## src/hw/rtl/ekhs_pkg.sv

```systemverilog
// ----------------------------------------------------------------------------
// ekhs_pkg
// Shared constants for the edge key hash set: command and outcome codes,
// finaliser constants and field widths.
// ----------------------------------------------------------------------------
package ekhs_pkg;

  localparam int TABLE_SLOTS_DEF = 1024;
  localparam int NODE_W          = 32;
  localparam int KEY_W           = 64;
  localparam int CNT_W           = 11;
  localparam int MIX_SHIFT       = 33;

  localparam logic [KEY_W-1:0] MIX_C1 = 64'hff51afd7ed558ccd;
  localparam logic [KEY_W-1:0] MIX_C2 = 64'hc4ceb9fe1a85ec53;

  localparam logic [1:0] CMD_CONTAINS = 2'd0;
  localparam logic [1:0] CMD_INSERT   = 2'd1;
  localparam logic [1:0] CMD_CLEAR    = 2'd2;

  localparam logic [1:0] OUT_ABSENT   = 2'd0;
  localparam logic [1:0] OUT_PRESENT  = 2'd1;
  localparam logic [1:0] OUT_INSERTED = 2'd2;
  localparam logic [1:0] OUT_FULL     = 2'd3;

endpackage

```

## src/hw/rtl/ekhs_mix.sv

```systemverilog
// ----------------------------------------------------------------------------
// ekhs_mix
// Iterative 64-bit finaliser: each wrapping 64-bit multiply is built from
// three 32 by 32 partial products on one shared multiplier.
// ----------------------------------------------------------------------------
module ekhs_mix (
  input  logic                       clk,
  input  logic                       rst_n,
  input  logic                       start,
  input  logic [ekhs_pkg::KEY_W-1:0] key,
  output logic                       done,
  output logic [ekhs_pkg::KEY_W-1:0] hash
);

  typedef enum logic [1:0] {
    ST_LL,
    ST_LH,
    ST_HL,
    ST_XOR
  } step_t;

  step_t                       step_r;
  logic                        busy_r;
  logic                        round_r;
  logic                        done_r;
  logic [ekhs_pkg::KEY_W-1:0]  v_r;
  logic [ekhs_pkg::KEY_W-1:0]  acc_r;

  logic [ekhs_pkg::KEY_W-1:0]  mconst;
  logic [31:0]                 opa;
  logic [31:0]                 opb;
  logic [63:0]                 prod;

  always_comb begin
    mconst = round_r ? ekhs_pkg::MIX_C2 : ekhs_pkg::MIX_C1;
    opa    = (step_r == ST_HL) ? v_r[63:32] : v_r[31:0];
    opb    = (step_r == ST_LH) ? mconst[63:32] : mconst[31:0];
    prod   = 64'(opa) * 64'(opb);
  end

  always_ff @(posedge clk) begin
    if (!rst_n) begin
      busy_r  <= 1'b0;
      done_r  <= 1'b0;
      round_r <= 1'b0;
      step_r  <= ST_LL;
    end else begin
      done_r <= busy_r && !start && round_r && (step_r == ST_XOR);
      if (start) begin
        busy_r  <= 1'b1;
        round_r <= 1'b0;
        step_r  <= ST_LL;
        v_r     <= key ^ (key >> ekhs_pkg::MIX_SHIFT);
      end else if (busy_r) begin
        case (step_r)
          ST_LL: begin
            acc_r  <= prod;
            step_r <= ST_LH;
          end
          ST_LH: begin
            acc_r[63:32] <= acc_r[63:32] + prod[31:0];
            step_r       <= ST_HL;
          end
          ST_HL: begin
            acc_r[63:32] <= acc_r[63:32] + prod[31:0];
            step_r       <= ST_XOR;
          end
          default: begin
            v_r    <= acc_r ^ (acc_r >> ekhs_pkg::MIX_SHIFT);
            step_r <= ST_LL;
            if (round_r) begin
              busy_r <= 1'b0;
            end else begin
              round_r <= 1'b1;
            end
          end
        endcase
      end
    end
  end

  assign done = done_r;
  assign hash = v_r;

endmodule
```

## config.mk

```make
export PLATFORM = sky130hd
export DESIGN_NAME = ekhs_mix
export DESIGN_NICKNAME = d
export VERILOG_FILES = /design/src/hw/rtl/ekhs_pkg.sv /design/src/hw/rtl/ekhs_mix.sv
export SDC_FILE = /design/constraint.sdc
export NUM_CORES = 2
export LEC_CHECK = 0
export BUFFER_PORTS_ARGS = -buffer_cell sky130_fd_sc_hd__buf_2
export CAP_MARGIN = 20
export CELL_PAD_IN_SITES_DETAIL_PLACEMENT = 2
export CELL_PAD_IN_SITES_GLOBAL_PLACEMENT = 2
export CORE_MARGIN = 10
export CORE_UTILIZATION = 37
export DETAILED_ROUTE_END_ITERATION = 8
export PLACE_DENSITY = 0.74
export SETUP_SLACK_MARGIN = 0.5
export SYNTH_ARGS = -nofsm -noshare
export SYNTH_HDL_FRONTEND = slang
export SYNTH_SLANG_ARGS = --single-unit
export TNS_END_PERCENT = 5
```

## constraint.sdc

```tcl
create_clock -name clk -period 8.9 [get_ports clk]
set_clock_uncertainty 0.05 [all_clocks]
set_input_delay 0.445 -clock clk [delete_from_list [all_inputs] [get_ports clk]]
set_output_delay 0.445 -clock clk [all_outputs]
set_load 0.01 [all_outputs]
```

Word-level counts from Yosys, hierarchy flattened
Cells that the tools add are included.
{"block": "classes", "muxes": 12, "n_addsub": 1, "reduce_logical": 14, "multipliers": 1, "eq_ne": 4, "bitwise": 5}
{"op": "2-to-1 mux 64 bit", "count": 3}
{"op": "XOR 64 x 31 -> 64 bit", "count": 2}
{"op": "multiplier 32 x 32 -> 64 bit", "count": 1}
{"op": "2-to-1 mux 32 bit", "count": 2}
{"op": "one-hot mux 32 bit (2 select lines)", "count": 1}
{"op": "2-to-1 mux 62 bit", "count": 1}
{"op": "adder 32 bit", "count": 1}
{"op": "AND reduction 4 bit", "count": 2}
{"op": "one-hot mux 2 bit (3 select lines)", "count": 1}
{"op": "== test 2 bit (second input constant)", "count": 2}
{"op": "2-to-1 mux 1 bit", "count": 4}
{"op": "nonzero test 2 bit", "count": 2}
{"op": "OR reduction 2 bit", "count": 2}
{"op": "logical AND 1 bit", "count": 3}
{"op": "inverter 1 bit", "count": 3}
{"op": "AND reduction 3 bit", "count": 1}
{"op": "OR reduction 3 bit", "count": 1}
{"op": "== test 2 x 1 -> 1 bit (second input constant)", "count": 1}
{"op": "logical NOT 2 bit", "count": 1}
{"op": "!= test 2 x 1 -> 1 bit (second input constant)", "count": 1}
{"op": "AND reduction 2 bit", "count": 1}
{"op": "logical NOT 1 bit", "count": 1}
{"block": "totals", "input_bits": 67, "out_inout_bits": 65, "word_cells": 44, "regBits": 133}

Logic depth before layout (Yosys ltp)
{"block": "logic_depth", "ltp_word": 5, "depth_mapped": 43, "mapped_depth_nobuf": 40}

Worst setup path before layout
No wires, ideal clock.
{"block": "synth_path", "path_type": "register -> register", "start": "reg step_r[0]", "end": "reg acc_r[63] (netlist bit) (data pin)", "setup_ps": 167, "stages_incl_launch_ff": 37, "setup_slack_ps": -717, "t_arrival_ps": 9400, "path_cell_list": "dfxtp_1 > inv_1 > ha_1 > clkbuf_1 > buf_1 > mux2i_1 > inv_1 > nand2_1 > inv_1 > fa_1 > fa_1 > fa_1 > inv_1 > fa_1 > inv_1 > fa_1 > fa_1 > fa_1 > inv_1 > fa_1 > inv_1 > ha_1 > clkbuf_1 > a21oi_1 > o2111ai_1 > a21boi_0 > a31o_2 > a21o_1 > xor2_1 > ha_1 > nand2_1 > nor2_1 > nand3_1 > o311ai_0 > o31ai_1 > xnor2_1 > a211oi_1"}
{"block": "synth_between", "elab_chain_cells": 5, "elab_cells_between_ends": 9}
{"item": "start: declaration", "line_no": "ekhs_mix.sv:22", "rtl": "step_t step_r;"}
{"item": "start signal: assignment", "line_no": "ekhs_mix.sv:46", "rtl": "step_r <= ST_LL;"}
{"item": "start signal: assignment", "line_no": "ekhs_mix.sv:52", "rtl": "step_r <= ST_LL;"}
{"item": "start signal: assignment", "line_no": "ekhs_mix.sv:58", "rtl": "step_r <= ST_LH;"}
{"item": "== test 2 bit / == test 2 x 1 -> 1 bit (equally long branches)", "line_no": "ekhs_mix.sv:36, ekhs_mix.sv:37"}
{"item": "2-to-1 mux 32 bit (on tied branches)", "line_no": "ekhs_mix.sv:36, ekhs_mix.sv:37"}
{"item": "multiplier 32 x 32 -> 64 bit (*)", "line_no": "ekhs_mix.sv:38", "rtl": "prod = 64'(opa) * 64'(opb);"}
{"item": "named net prod[26]", "line_no": "ekhs_mix.sv:32", "rtl": "logic [63:0] prod;"}
{"item": "adder 32 bit (*)", "line_no": "ekhs_mix.sv:61, ekhs_mix.sv:65"}
{"item": "one-hot mux 32 bit (2 select lines) (*)", "line_no": "ekhs_mix.sv:55", "rtl": "case (step_r)"}
{"item": "end signal: assignment", "line_no": "ekhs_mix.sv:57", "rtl": "acc_r <= prod;"}
{"item": "end: declaration", "line_no": "ekhs_mix.sv:27", "rtl": "logic [ekhs_pkg::KEY_W-1:0] acc_r;"}
Mark *: on every way through the listed nets, which the timed path passes. The rest lies on a longest branch.
A chain may end at the register's enable or synchronous reset.

Worst setup path in the final report
Same ends and word-level chain as after synthesis.

==> impl_results.md <==
* Row count at 115
* Starting Density at 0.3737
* RSZ-0062 raised after global routing: yes
* Gr usage total at 0.3576
* Max clock buf depth at 2
* Clock Latency Late Sink at 0.47 ns
* Final setup viols at 34
* Pins over their slew limit at 0
* Worst Max-Slew Pin Slew at 1.036 ns
* Hold/Removal Path Class: in2reg
* CP Launch Type: flop
* Fmax at 98.36 MHz
* Drt wl/cell at 37.05 um
* Hold WS at 0.2365 ns
* Largest net degree at the start of global routing at 69
* Mean Syn Cell Area at 9.970 um2
* Cells after Synth at 3694
* Min cycle time layout at 10.17 ns
* Share of layout cells above drive strength 1 at 0.2691
* Primary FF master, synth: edfxtp_1
* Mapped Nets at 4957
* Number of synthesized flops with an enable pin at 128
* Width of the die at 335.5 um
* Tcrit/Tclk final at 1.142
* Die height at 335.5 um
* Clock slew at reported path FFs at 0.08 ns
* CP Class: reg2reg
* Status: finished with violations
* FF+latch area at 3953 um2
* Synth area leaders: fa_1 (47%), ha_1 (11%), edfxtp_1 (10%), inv_1 (9.8%), nor2_1 (2.8%)
* Vias in the first global route at 39180
* Yosys warns at 0
* Critical path's top delay family: adder cells
* Synth cell types at 72
* Initial DRC count at 3033
* Global placer's final weighted congestion at 0.9889
* DRT Pass-1 Iters at 6
* Synth Register Bits at 133
* Total Wirelength at 213.2 mm
* Max-cap check violation count at 0
* Violated checks: negative setup slack
* Setup crit end kind: flop
* Routed vias at 33400
* Normalized max-slew margin at 0.3091
* Crit path DAT at 10.29 ns
* Initial antenna violation count at 14
* CTS tree: done
* Dpl hpwl at 157.9 mm
* CP max FO at 8
* Final #Nets at 5714
* Largest stage delay, worst path at 0.74 ns
* CTS Root Cell: clkbuf_16
* First-pass GRT wire length at 286.7 mm
* Core area at 98560 um2
* Post-route ant nets at 0
* Die area at 112600 um2
* Final hold vios at 0
* Final setup slack of the worst path at -1.267 ns
* CP Buf/Inv Count at 13
* IO Count at 132
* Worst endpoint required time at 9.03 ns
* Area share of the largest cell type after synthesis at 0.4685
* Inserted Clock Buffers at 17
* Slowest stage cell on the critical path: fa_1
* Mapped cell area at 36830 um2
* H-tree levels at 4
* DRC viols at 0
* Num Clock Sinks at 133
* Multi-input combinational cell area at 30290 um2
* FILL cells at 10180
* Area leader, netlist: fa_1
* GRT overflow at 0
* Layout area overhead at 26.20%
* DR vias/cell at 5.804
* # port buffers at 131
* Post-synth ARST share at 0
* Sequential area share after synthesis at 0.1071
cells in the mapped netlist, types with 4 or more instances:
cell / instances
nor3_1: 12
nand3_1: 24
o31ai_1: 8
inv_1: 960
ha_1: 334
a21o_1: 49
clkinv_1: 9
nor2b_1: 17
o21a_1: 13
and3_1: 16
a31oi_1: 12
o22ai_1: 5
mux2i_1: 29
nand2_1: 253
clkbuf_1: 87
a21boi_0: 5
a31o_2: 4
a211oi_1: 8
edfxtp_1: 128
a21oi_1: 130
xor2_1: 64
xnor2_1: 80
nand4_1: 18
or2_2: 7
and2_1: 10
dfxtp_1: 5
nand2b_1: 36
nor2_1: 271
fa_1: 862
o21bai_1: 11
o211ai_1: 9
o2111ai_1: 4
buf_1: 8
nor4_1: 5
o21ai_0: 103
mux2_2: 43
flip-flops by register name, indices dropped and copies added, names as in the netlist:
name / cells
step_r: 2
acc_r: 64
round_r: 1
done: 1
busy_r: 1
hash: 64
through the flow:
stage               instances  setup WS [ns]  utilization  instance area (um2)  setup TNS, ns
CTS                      5741        -0.3681       0.4670                46030         -4.924
finish                   5754         -1.267       0.4716                46480         -28.07
detailed placement       5681        -0.8437       0.4506                44410         -15.53
floorplan                3694         0.2379            -                37300              0
global route             5750         -1.430       0.4715                46470         -31.60
global placement         5681        -0.3747       0.4506                44410         -4.681
layout make-up:
class                   count  area share
multi-input cells        2492      0.6517
repair buffers            837      0.1376
flip-flops and latches    133     0.08504
inverters                 970     0.07901
well taps                1287     0.03465
clock buffers              21    0.009476
clock inverters            10    0.002342
diodes                      4   0.0002154
routing by layer:
layer  GRT usage  routed length [um]  vias to the layer above
met5           0                  64                        -
met3     0.08380               17800                     1152
met4      0.2919               24480                       10
li1            -                   -                    12740
met1      0.3817               71450                    17460
met2      0.6010               99400                     2031
timing repair:
item / in CTS / in global routing
setup buffers: 28 / 9
gates cloned: 1 / 0
hold buffers: 0 / 0
gates resized for setup: 192 / 87
pin swaps: 72 / 38
setup endpoints to repair: 35 / 38
cell families (layout without fill, tap and decap cells):
logic type,count (synthesis),after routing,share of synthesized area
compound gates,398,398,0.06689
xor+xnor,144,144,0.03424
fa+ha+maj,1196,1196,0.5820
buf+inv,1069,1838,0.1093
flops,133,133,0.1071
mux,72,72,0.02103
other cells,1,5,0.0001018
simple gates,681,681,0.07933
cells in the final DEF (no fill, tap or decap), types with 29 or more instances in the layout:
master / instances
o21ai_0: 86
buf_12: 29
mux2_2: 36
inv_1: 919
fa_2: 33
fa_1: 829
a21o_1: 48
buf_4: 666
nand2b_1: 32
xor2_1: 56
nor2_1: 234
inv_2: 35
edfxtp_1: 128
ha_1: 306
nand2_1: 227
a21oi_1: 110
xnor2_1: 67
buf_2: 130
worst register-to-register path, delay by kind of cell, from the launching register on:
kind | cells | cell delay, ns
adders and majority gates | 11 | 5.01
AOI/OAI and AO/OA | 11 | 2.08
buffers and inverters | 13 | 1.47
xor gates and xnor gates | 2 | 0.44
DFF | 1 | 0.37
muxes | 1 | 0.25
and+or+nand+nor | 2 | 0.22
worst paths after layout:
path	from	to	slack, ns	depth (start not counted)
setup / recovery	step_r[0]	acc_r[63]	-1.27	40
hold / removal	key[32]	hash[32]	0.24	2
setup reg to reg	step_r[0]	acc_r[63]	-1.27	40
hold reg to reg	acc_r[32]	hash[32]	0.56	1
Power is left out: the tool's default activity adds up to more than one toggle a clock period on the data nets, which glitch-free logic cannot reach.
